[src/sv/pfc_pkg.sv]
package pfc_pkg;

	localparam int SIDE    = 5;
	localparam int CELLS   = SIDE * SIDE;
	localparam int LETTERS = 26;

	typedef logic [4:0] letter_t;
	typedef logic [4:0] cell_t;
	typedef logic [2:0] coord_t;

	localparam letter_t LETTER_I = letter_t'(8'h49 - 8'h41);
	localparam letter_t LETTER_J = letter_t'(8'h4a - 8'h41);
	localparam letter_t LETTER_X = letter_t'(8'h58 - 8'h41);
	localparam letter_t LETTER_LAST = letter_t'(LETTERS - 1);
	localparam cell_t   CELL_FULL = cell_t'(CELLS);

	localparam logic [1:0] OP_KEY_CHAR = 2'd0;
	localparam logic [1:0] OP_KEY_END  = 2'd1;
	localparam logic [1:0] OP_TEXT     = 2'd2;
	localparam logic [1:0] OP_MSG_END  = 2'd3;

	typedef struct packed {
		logic    is_letter;
		logic    upper;
		letter_t idx;
	} folded_t;

	typedef struct packed {
		cell_t cell_a;
		cell_t cell_b;
	} cell_pair_t;

	function automatic folded_t fold_char(input logic [7:0] ch);
		folded_t f;
		f.is_letter = 1'b0;
		f.upper     = 1'b1;
		f.idx       = '0;
		if (ch >= 8'h41 && ch <= 8'h5a) begin
			f.is_letter = 1'b1;
			f.idx       = letter_t'(ch - 8'h41);
		end else if (ch >= 8'h61 && ch <= 8'h7a) begin
			f.is_letter = 1'b1;
			f.upper     = 1'b0;
			f.idx       = letter_t'(ch - 8'h61);
		end
		if (f.idx == LETTER_J) begin
			f.idx = LETTER_I;
		end
		return f;
	endfunction

	function automatic logic [7:0] cased(input letter_t idx, input logic upper);
		return upper ? 8'(8'h41 + {3'b000, idx}) : 8'(8'h61 + {3'b000, idx});
	endfunction

endpackage

[src/sv/playfair_digraph_cipher_core.sv]
// Key character, text letter that is held, message end with nothing held: taken in ST_IDLE.
// Key end: one alphabet letter per cycle against the letter-used flags.
// Completed pair: ST_LPA, ST_LPB, ST_SQA, ST_SQB; ST_EMIT_A then ST_EMIT_B send the letters,
// each held by output stalls, then the next request is taken; each table RAM is read twice.
// Reset (async, active low) clears flags, counts, hold and output; RAM contents stay.
module playfair_digraph_cipher_core (
	input  logic       clk,
	input  logic       arst_n,
	input  logic       in_valid,
	output logic       in_stall,
	input  logic [1:0] operation,
	input  logic [7:0] character,
	output logic       out_valid,
	input  logic       out_stall,
	output logic [7:0] out_char,
	output logic       last,
	input  logic       cfg_valid,
	output logic       cfg_ready,
	input  logic       cfg_data
);
	import pfc_pkg::*;

	typedef enum logic [2:0] {
		ST_IDLE, ST_WALK, ST_LPA, ST_LPB, ST_SQA, ST_SQB, ST_EMIT_A, ST_EMIT_B
	} state_t;

	state_t               state_q;
	logic                 dir_q;
	logic [LETTERS-1:0]   used_q;
	cell_t                fill_q;
	logic                 complete_q;
	logic                 holding_q;
	letter_t              held_idx_q;
	logic                 held_up_q;
	letter_t              ib_q;
	logic                 ub_q;
	letter_t              walk_q;
	cell_t                pa_q;
	cell_t                cell_b_q;
	letter_t              oa_q;
	logic                 out_valid_q;
	logic [7:0]           out_char_q;
	logic                 last_q;

	folded_t              fin;
	logic                 accept;
	logic [LETTERS-1:0]   eff_used;
	cell_t                eff_fill;
	letter_t              place_l;
	logic                 place;
	logic                 out_free;

	logic                 sq_re;
	cell_t                sq_raddr;
	letter_t              sq_rdata;
	logic                 lp_re;
	letter_t              lp_raddr;
	cell_t                lp_rdata;
	cell_pair_t           cells;

	assign accept    = in_valid && (state_q == ST_IDLE);
	assign in_stall  = (state_q != ST_IDLE);
	assign cfg_ready = 1'b1;
	assign out_valid = out_valid_q;
	assign out_char  = out_char_q;
	assign last      = last_q;
	assign out_free  = !out_valid_q || !out_stall;

	always_comb begin
		fin      = fold_char(character);
		eff_used = (state_q == ST_IDLE && complete_q) ? '0 : used_q;
		eff_fill = (state_q == ST_IDLE && complete_q) ? '0 : fill_q;
		place_l  = (state_q == ST_WALK) ? walk_q : fin.idx;
		place    = 1'b0;
		if (state_q == ST_WALK) begin
			place = (walk_q != LETTER_J) && !eff_used[place_l] && (eff_fill < CELL_FULL);
		end else if (accept && operation == OP_KEY_CHAR) begin
			place = fin.is_letter && !eff_used[place_l] && (eff_fill < CELL_FULL);
		end
	end

	assign lp_re    = (state_q == ST_LPA) || (state_q == ST_LPB);
	assign lp_raddr = (state_q == ST_LPA) ? held_idx_q : ib_q;
	assign sq_re    = (state_q == ST_SQA) || (state_q == ST_SQB);
	assign sq_raddr = (state_q == ST_SQA) ? cells.cell_a : cell_b_q;

	pfc_ram #(.WIDTH(5), .DEPTH(CELLS)) u_square (
		.clk   (clk),
		.we    (place),
		.waddr (eff_fill),
		.wdata (place_l),
		.re    (sq_re),
		.raddr (sq_raddr),
		.rdata (sq_rdata)
	);

	pfc_ram #(.WIDTH(5), .DEPTH(LETTERS)) u_letter_place (
		.clk   (clk),
		.we    (place),
		.waddr (place_l),
		.wdata (eff_fill),
		.re    (lp_re),
		.raddr (lp_raddr),
		.rdata (lp_rdata)
	);

	pfc_geom u_geom (
		.pa    (pa_q),
		.pb    (lp_rdata),
		.dir   (dir_q),
		.cells (cells)
	);

	always_ff @(posedge clk or negedge arst_n) begin
		if (!arst_n) begin
			state_q     <= ST_IDLE;
			dir_q       <= 1'b0;
			used_q      <= '0;
			fill_q      <= '0;
			complete_q  <= 1'b0;
			holding_q   <= 1'b0;
			held_idx_q  <= '0;
			held_up_q   <= 1'b0;
			ib_q        <= '0;
			ub_q        <= 1'b0;
			pa_q        <= '0;
			cell_b_q    <= '0;
			oa_q        <= '0;
			out_valid_q <= 1'b0;
			out_char_q  <= '0;
			last_q      <= 1'b0;
			walk_q      <= '0;
		end else begin
			if (cfg_valid && cfg_ready) begin
				dir_q <= cfg_data;
			end
			// drop a taken result
			if (out_valid_q && !out_stall && state_q != ST_EMIT_A && state_q != ST_EMIT_B) begin
				out_valid_q <= 1'b0;
			end
			if (place) begin
				fill_q <= cell_t'(eff_fill + 5'd1);
			end
			case (state_q)
				ST_IDLE: begin
					if (accept) begin
						case (operation)
							OP_KEY_CHAR: begin
								used_q <= eff_used | (place ? (LETTERS'(1) << place_l) : '0);
								if (complete_q) begin
									complete_q <= 1'b0;
									holding_q  <= 1'b0;
									if (!place) begin
										fill_q <= '0;
									end
								end
							end
							OP_KEY_END: begin
								if (!complete_q) begin
									walk_q  <= '0;
									state_q <= ST_WALK;
								end
							end
							OP_TEXT: begin
								if (complete_q && fin.is_letter) begin
									if (!holding_q) begin
										held_idx_q <= fin.idx;
										held_up_q  <= fin.upper;
										holding_q  <= 1'b1;
									end else begin
										ib_q      <= fin.idx;
										ub_q      <= fin.upper;
										holding_q <= 1'b0;
										state_q   <= ST_LPA;
									end
								end
							end
							OP_MSG_END: begin
								if (complete_q && holding_q) begin
									ib_q      <= LETTER_X;
									ub_q      <= 1'b1;
									holding_q <= 1'b0;
									state_q   <= ST_LPA;
								end
							end
							default: begin
							end
						endcase
					end
				end
				ST_WALK: begin
					if (place) begin
						used_q <= used_q | (LETTERS'(1) << place_l);
					end
					if (walk_q == LETTER_LAST) begin
						complete_q <= 1'b1;
						state_q    <= ST_IDLE;
					end else begin
						walk_q <= letter_t'(walk_q + 5'd1);
					end
				end
				ST_LPA: begin
					state_q <= ST_LPB;
				end
				ST_LPB: begin
					pa_q    <= lp_rdata;
					state_q <= ST_SQA;
				end
				ST_SQA: begin
					cell_b_q <= cells.cell_b;
					state_q  <= ST_SQB;
				end
				ST_SQB: begin
					oa_q    <= sq_rdata;
					state_q <= ST_EMIT_A;
				end
				ST_EMIT_A: begin
					if (out_free) begin
						out_valid_q <= 1'b1;
						out_char_q  <= cased(oa_q, held_up_q);
						last_q      <= 1'b0;
						state_q     <= ST_EMIT_B;
					end
				end
				ST_EMIT_B: begin
					// square read data holds the second letter until the next read
					if (out_free) begin
						out_valid_q <= 1'b1;
						out_char_q  <= cased(sq_rdata, ub_q);
						last_q      <= 1'b1;
						state_q     <= ST_IDLE;
					end
				end
				default: begin
					state_q <= ST_IDLE;
				end
			endcase
		end
	end

	a_fill_bound: assert property (@(posedge clk) disable iff (!arst_n)
		fill_q <= CELL_FULL)
		else $error("fill count beyond square size");

	a_complete_full: assert property (@(posedge clk) disable iff (!arst_n)
		complete_q |-> (fill_q == CELL_FULL))
		else $error("square marked complete while not full");

	a_result_in_pair: assert property (@(posedge clk) disable iff (!arst_n)
		$rose(out_valid_q) |-> (in_stall && !last_q))
		else $error("result started outside a pair");

	a_second_follows: assert property (@(posedge clk) disable iff (!arst_n)
		(state_q == ST_EMIT_B) |-> (out_valid_q && !last_q))
		else $error("second letter pending without first");

endmodule

[src/sv/pfc_ram.sv]
module pfc_ram #(
	parameter int WIDTH = 5,
	parameter int DEPTH = 32
) (
	input  logic                       clk,
	input  logic                       we,
	input  logic [$clog2(DEPTH)-1:0]   waddr,
	input  logic [WIDTH-1:0]           wdata,
	input  logic                       re,
	input  logic [$clog2(DEPTH)-1:0]   raddr,
	output logic [WIDTH-1:0]           rdata
);

	logic [WIDTH-1:0] mem [DEPTH];

	always_ff @(posedge clk) begin
		if (we) begin
			mem[waddr] <= wdata;
		end
		if (re) begin
			rdata <= mem[raddr];
		end
	end

endmodule

[src/sv/pfc_geom.sv]
module pfc_geom (
	input  pfc_pkg::cell_t      pa,
	input  pfc_pkg::cell_t      pb,
	input  logic                dir,
	output pfc_pkg::cell_pair_t cells
);
	import pfc_pkg::*;

	function automatic coord_t row_of(input cell_t c);
		if (c >= cell_t'(4 * SIDE)) return coord_t'(4);
		else if (c >= cell_t'(3 * SIDE)) return coord_t'(3);
		else if (c >= cell_t'(2 * SIDE)) return coord_t'(2);
		else if (c >= cell_t'(SIDE)) return coord_t'(1);
		else return coord_t'(0);
	endfunction

	function automatic coord_t step(input coord_t v, input logic back);
		if (back) begin
			return (v == '0) ? coord_t'(SIDE - 1) : coord_t'(v - 3'd1);
		end
		return (v == coord_t'(SIDE - 1)) ? '0 : coord_t'(v + 3'd1);
	endfunction

	function automatic cell_t cell_at(input coord_t r, input coord_t c);
		return cell_t'(int'(r) * SIDE + int'(c));
	endfunction

	coord_t ra, ca, rb, cb;

	always_comb begin
		ra = row_of(pa);
		rb = row_of(pb);
		ca = coord_t'(pa - cell_t'(int'(ra) * SIDE));
		cb = coord_t'(pb - cell_t'(int'(rb) * SIDE));
		if (ra == rb) begin
			cells.cell_a = cell_at(ra, step(ca, dir));
			cells.cell_b = cell_at(rb, step(cb, dir));
		end else if (ca == cb) begin
			cells.cell_a = cell_at(step(ra, dir), ca);
			cells.cell_b = cell_at(step(rb, dir), cb);
		end else begin
			cells.cell_a = cell_at(ra, cb);
			cells.cell_b = cell_at(rb, ca);
		end
	end

endmodule

[config.mk]
export PLATFORM = sky130hd
export DESIGN_NAME = playfair_digraph_cipher_core
export DESIGN_NICKNAME = d
export VERILOG_FILES = /design/src/sv/pfc_pkg.sv /design/src/sv/playfair_digraph_cipher_core.sv /design/src/sv/pfc_ram.sv /design/src/sv/pfc_geom.sv
export SDC_FILE = /design/constraint.sdc
export NUM_CORES = 1
export LEC_CHECK = 0
export BUFFER_PORTS_ARGS = -buffer_cell sky130_fd_sc_hd__buf_2
export CORE_ASPECT_RATIO = 0.75
export CORE_UTILIZATION = 40
export DETAILED_ROUTE_END_ITERATION = 6
export GPL_TIMING_DRIVEN = 0
export SLEW_MARGIN = 20
export SYNTH_ARGS = -nofsm -noshare
export SYNTH_HDL_FRONTEND = slang
export SYNTH_SLANG_ARGS = --single-unit
[constraint.sdc]
create_clock -name clk -period 8.5 [get_ports clk]
set_input_delay 1.7 -clock clk [delete_from_list [all_inputs] [get_ports clk]]
set_output_delay 1.7 -clock clk [all_outputs]
set_load 0.01 [all_outputs]
# Word level (Yosys, flattened, before mapping)
# Memory sizes are Yosys's and may differ from the RTL's. A register that Yosys moved wholly into a read port is not among the register bits.
# Cells that the tools add are included.
# word_totals
mem_bits_ro,0
latchBits,0
output_inout_bits,12
ramBits,255
reg_bits,79
memories,2
wordCells,250
# memory_table
name,depth,word_bits,rd,rd_clocked_by_memory_dff,write_ports,line,source
u_letter_place.mem,26,5,1,1,1,pfc_ram.sv:14,logic [WIDTH-1:0] mem [DEPTH];
u_square.mem,25,5,1,1,1,pfc_ram.sv:14,
# classes
n_mux,106
add_sub_neg,24
order_cmp,14
n_reduce_logical,40
shifts,1
n_mul,4
eq_ne,39
n_div,0
bitwise,3
# op_table
op,n
$mux W26,5
$mux W3,36
$mux W5,19
$or A26 B26 Y26,2
$pmux W26 S2,1
$add A7 B5 Y8 const A,4
$mux W8,4
$add A5 B4 Y5,6
$mux W1,28
$shl A1 B5 Y26 const A,1
$eq A3 B3 Y1 const B,8
$pmux W3 S8,1
$ge A5 B4 Y1 const B,4
$mul A3 B3 Y5 const B,4
$mux W10,2
$ne A2 B2 Y1 const B,10
$pmux W5 S2,2
$ne A3 B3 Y1 const B,6
$ge A8 B7 Y1 const B,2
$le A8 B7 Y1 const B,2
$pmux W8 S2,1
$logic_not A3 Y1,5
$logic_and A1 B1 Y1,14
$add A3 B1 Y3 const B,4
other kinds (35),60

# Depth between registers and ports, before layout
# depth
ltp_word,20
ltp_mapped,26
depth_no_buf,25

# Modules after synthesis
# Synthesis repeated with hierarchy kept, for this count alone.
# unflattened
hier_cells,1333
area_unflattened_um2,17205.3
# modules_own_cells
module,n_inst,seq_area_each_um2,cells_per_inst,area_per_inst_um2
pfc_ram (u_letter_place),1,4053.9,315,5415.2
pfc_ram (u_square),1,3903.7,272,5128.7
playfair_digraph_cipher_core,1,1976.9,518,4865.9
pfc_geom,1,0.0,228,1795.5

# Worst setup path before layout
# No wires, ideal clock.
# synth_path
kind,input-to-reg
start,input character[0]
end,memory u_letter_place.mem[1][0] (enable)
required_time_ns,8.126
arrival_ns,4.694
path_buffers,0
path_slack_ns,3.432
stages,14
cell_sequence,inv_1 ha_1 nor3b_2 a211o_1 nor2_1 a32oi_4 inv_4 a211oi_2 a21oi_1 a221oi_2 o2111ai_2 nor2_8 nand2_1 nor3_1
# synth_via
elab_chain_len,16
elab_cells_between_ends,25
cone_classes,add/sub: 2; order compare: 4; eq/ne: 1; mux: 11; reduce/logical: 7
# synth_rtl
element,line,source
start: declaration,playfair_digraph_cipher_core.sv:12,"input logic [7:0] character,"
$ge A8 B7 Y1 / $le A8 B7 Y1 (equally long branches),pfc_pkg.sv:41,end else if (ch >= 8'h61 && ch <= 8'h7a) begin
$logic_and A1 B1 Y1,pfc_pkg.sv:41,
$mux W7,pfc_pkg.sv:41,
$mux W5 (*),pfc_pkg.sv:38,if (ch >= 8'h41 && ch <= 8'h5a) begin
$eq A5 B4 Y1,pfc_pkg.sv:46,if (f.idx == LETTER_J) begin
$mux W5 (*),pfc_pkg.sv:46,
$mux W5 (*),playfair_digraph_cipher_core.sv:73,place_l = (state_q == ST_WALK) ? walk_q : fin.idx;
via place_l[0],playfair_digraph_cipher_core.sv:49,letter_t place_l;
$bmux W1 S5,"playfair_digraph_cipher_core.sv:76, playfair_digraph_cipher_core.sv:78",
$mux W1 (implied by the code),"playfair_digraph_cipher_core.sv:76, playfair_digraph_cipher_core.sv:78",
$logic_not A1 Y1,"playfair_digraph_cipher_core.sv:76, playfair_digraph_cipher_core.sv:78",
$logic_and A1 B1 Y1 (2 in a row),playfair_digraph_cipher_core.sv:78,place = fin.is_letter && !eff_used[place_l] && (eff_fill < CELL_FULL);
$mux W1,playfair_digraph_cipher_core.sv:77,end else if (accept && operation == OP_KEY_CHAR) begin
$mux W1,playfair_digraph_cipher_core.sv:75,if (state_q == ST_WALK) begin
$mux W1,pfc_ram.sv:17,if (we) begin
$mux W1 (implied by the code),pfc_ram.sv:18,mem[waddr] <= wdata;
end: declaration,pfc_ram.sv:14,
# The timed path passes the listed nets; every way through them passes the cells marked *. The select of a mux whose other input is x is not followed.

# Final worst setup path
# layout_path
start,register pa_q[2]
end,"register u_square.rdata[4], read port of u_square.mem, data pin"
# layout_via
elab_chain_len,16
elab_cells_between_ends,38
cone_classes,add/sub: 8; mul: 2; order compare: 4; eq/ne: 4; mux: 18; reduce/logical: 2
# layout_rtl
element,line,source
start: declaration,playfair_digraph_cipher_core.sv:38,cell_t pa_q;
start signal: assignment,playfair_digraph_cipher_core.sv:206,pa_q <= lp_rdata;
"parallel branches: the longest is 14 deep, another holds $ge A5 B3 Y1",--,
$mux W10 (*),pfc_geom.sv:35,if (ra == rb) begin
$mux W5 (*),playfair_digraph_cipher_core.sv:85,assign sq_raddr = (state_q == ST_SQA) ? cells.cell_a : cell_b_q;
end: declaration,pfc_ram.sv:11,output logic [WIDTH-1:0] rdata
# Mark *: on every way between the ends. The select of a mux whose other input is x is not followed.
# A chain may end at the register's enable or synchronous reset.

==> impl_metrics.yaml <==
run_status:
  status: "finished, final reports clean"
routing:
  drt-pass1-iter-count: 6
  viasPerCell: 5.70
  ant_nets: 0
  wl_um: 43600
  vias: 11700
  drt_iter0_drc: 1308
  wl_per_cell_um: 21.3
  drc: 0
die:
  num_io_pins: 28
  num_rows: 64
  core_um2: 41300
  die_y_um: 180
  start_util: 0.411
  fp.dieW_um: 240
  dieArea_um2: 43300
clock_network:
  clkLatencyLatePin_ns: 0.53
  cts_buffer_depth: 3
  clkSlewWorstSetupHoldPaths_ns: 0.06
  cts_sinks: 344
  cts-root-buf: "clkbuf_16"
  cts_made_buffers: 36
  hold_buffers: 0
  htree_levels: 2
  cts_setup_buffers: 0
  cts-resized-gates: 0
  cts_tree: "built"
layout:
  synthToLayoutAreaGrowth_pct: 12.0
  nNetsFinal: 1540
  final_cells: 2050
  num_antenna_cells: 0
  drive_gt1_frac: 0.134
  fillers: 3796
timing:
  worst_pin_slew_ns: 0.953
  timing.hold.ws_ns: 0.479
  finalHoldViolCount: 0
  clock_skew_ns: 0.0186
  max_freq_mhz: 151
  grt_setup_unrepaired: "false"
  setup_viol: 0
  drv_slew: 0
  relSlewSlack: 0.346
  tns_ns: 0
  min_period_over_period: 0.777
  layout_min_cycle_time_ns: 6.60
synth:
  synth_commonest_cells: "edfxtp_1 (265), nand2_1 (206), nor2_1 (112), dfrtp_1 (79), a21oi_1 (68)"
  synth_ff_type: "edfxtp_1"
  synthCells: 1398
  ys_warn_count: 0
  ys_seq_area_frac: 0.585
  synth-edff-count: 265
  post-synth-top-count-cell: "edfxtp_1"
  syn-num-nets: 1476
  ys_seq_elements: 344
  synth_top_area_frac: 0.469
  netlist_area_um2: 17000
  syn_avg_cell_area_um2: 12.1
  synth_async_sr_flop_share: 0.230
  yosysUniqueCellTypes: 90
  synth.area.top_cells: "edfxtp_1 (47%), dfrtp_1 (12%), nand2_1 (4.6%)"
  synth_area_leader_cell: "edfxtp_1"
critical_path:
  path_cells: "buf_2 -> o21ai_0 -> nand2_1 -> inv_1 -> ha_1 -> inv_1 -> fa_1 -> inv_1 -> ha_1 -> mux2i_1 -> a21oi_1 -> inv_1 -> fa_1 -> o31ai_1 -> a31o_2 -> buf_2 -> buf_4 -> nand2_1 -> a31oi_1 -> o22ai_1 -> nor4_2"
  critPathMaxFanout: 10
  crit_top_cell: "inv_1"
  setup.worst_path.class: "register to register"
  cpPeakStageDelay_ns: 0.70
  critPathBufInv: 7
  critPathTopFamily: "compound AO/OA/AOI/OAI gates"
  critPathCaptureType: "register"
  required_ns: 8.77
  critPathSlowestCell: "fa_1"
  crit_arrival_ns: 6.87
  start_kind: "register"
placed_design:
  gp_congestion: 0.931
  hpwlAfterDp_um: 31000
  dp_cells: 1985
  io_buffers: 23
global_route:
  grt_antenna_before_repair: 1
  grt_max_degree: 43
  grt_pass1_wl_um: 67000
  overflow: 0
  grt_pass1_vias: 11100
  globalRouteTotalUtil: 0.205
worst_hold_path:
  hp-class: "register to register"
flow_run:
  drv_cap: 0
-- cells by family after synthesis --
kind of cell,share of synthesized area
muxes,0.0744
and+or+nand+nor,0.123
DFF,0.585
buffers and inverters,0.0308
adders and majority gates,0.0499
other,0.000221
AOI/OAI and AO/OA,0.121
xor gates and xnor gates,0.0155
-- area by class of cell --
class / count / area [um2] / share of cell area
Sequential cell: 344 / 9930 / 0.523
Inverter: 56 / 213 / 0.0112
Clock buffer: 54 / 1060 / 0.0558
Buffer: 65 / 310 / 0.0163
Clock inverter: 11 / 87.6 / 0.00461
Tap cell: 561 / 702 / 0.0369
Multi-Input combinational cell: 933 / 6530 / 0.344
Timing Repair Buffer: 26 / 164 / 0.00862
-- metal layers --
layer,global-route usage,vias up,routed length [um]
met1,0.341,5871,22100
met3,0.0360,59,3470
met2,0.273,427,17400
li1,-,5324,-
met4,0.0403,0,630
met5,0,-,0
-- worst paths after layout --
kind                       depth (start not counted)  slack [ns]                start                     endpoint
hold reg to reg                                    2        0.48  ib_q[3]$_DFFE_PN0P_          ib_q[3]$_DFFE_PN0P_
setup / recovery                                  21        1.90  pa_q[2]$_DFFE_PN0P_  u_square.rdata[4]$_DFFE_PP_
setup reg to reg                                  21        1.90  pa_q[2]$_DFFE_PN0P_  u_square.rdata[4]$_DFFE_PP_
max in group asynchronous                          2        6.69               arst_n       state_q[2]$_DFFE_PN0P_
min in group asynchronous                          1        1.16               arst_n          ib_q[1]$_DFFE_PN0P_
hold / removal                                     2        0.48  ib_q[3]$_DFFE_PN0P_          ib_q[3]$_DFFE_PN0P_
-- registers in the layout, indices dropped and copies added, names as in the netlist, 3 cells and up --
register and cells:
walk_q 5, u_square.rdata 5, cell_b_q 5, out_char 8
state_q 3, pa_q 5, u_square.mem 125, oa_q 5
u_letter_place.mem 130, held_idx_q 5, u_letter_place.rdata 5, ib_q 5
used_q 26, fill_q 5
-- worst reg2reg max path: stages (launching register included) --
cell and delay [ns]:
dfrtp_1 0.36, buf_2 0.18, o21ai_0 0.55, nand2_1 0.17, inv_1 0.18, ha_1 0.17
inv_1 0.05, fa_1 0.70, inv_1 0.11, ha_1 0.25, mux2i_1 0.14, a21oi_1 0.31
inv_1 0.11, fa_1 0.46, o31ai_1 0.50, a31o_2 0.34, buf_2 0.34, buf_4 0.27
nand2_1 0.08, a31oi_1 0.35, o22ai_1 0.24, nor4_2 0.48
-- stage by stage --
stage | util | cell area (um2) | setup slack (ns)
floorplan | - | 17000 | 3.43
global placement | 0.431 | 17800 | 1.93
detailed placement | 0.432 | 17900 | 1.97
CTS | 0.460 | 19000 | 1.90
global route | 0.460 | 19000 | 1.40
finish | 0.460 | 19000 | 1.90
-- cells in the final DEF (no fill, tap or decap), types with 13 or more instances in the layout --
cell,instances
o22ai_1,14
mux2_2,23
nand3_1,33
a32oi_1,13
o211ai_1,16
mux2i_1,28
clkbuf_16,38
mux4_2,31
xor2_1,15
nor2_1,111
a31oi_1,20
edfxtp_1,265
ha_1,54
inv_1,52
o31ai_1,14
a211oi_1,14
nand2_1,205
clkbuf_1,47
nor3_1,15
dfrtp_1,79
a21o_1,16
xnor2_1,15
a21oi_1,67
buf_2,42
o21ai_0,63
Power is left out: the tool's default activity adds up to more than one toggle a clock period on the data nets, which glitch-free logic cannot reach.
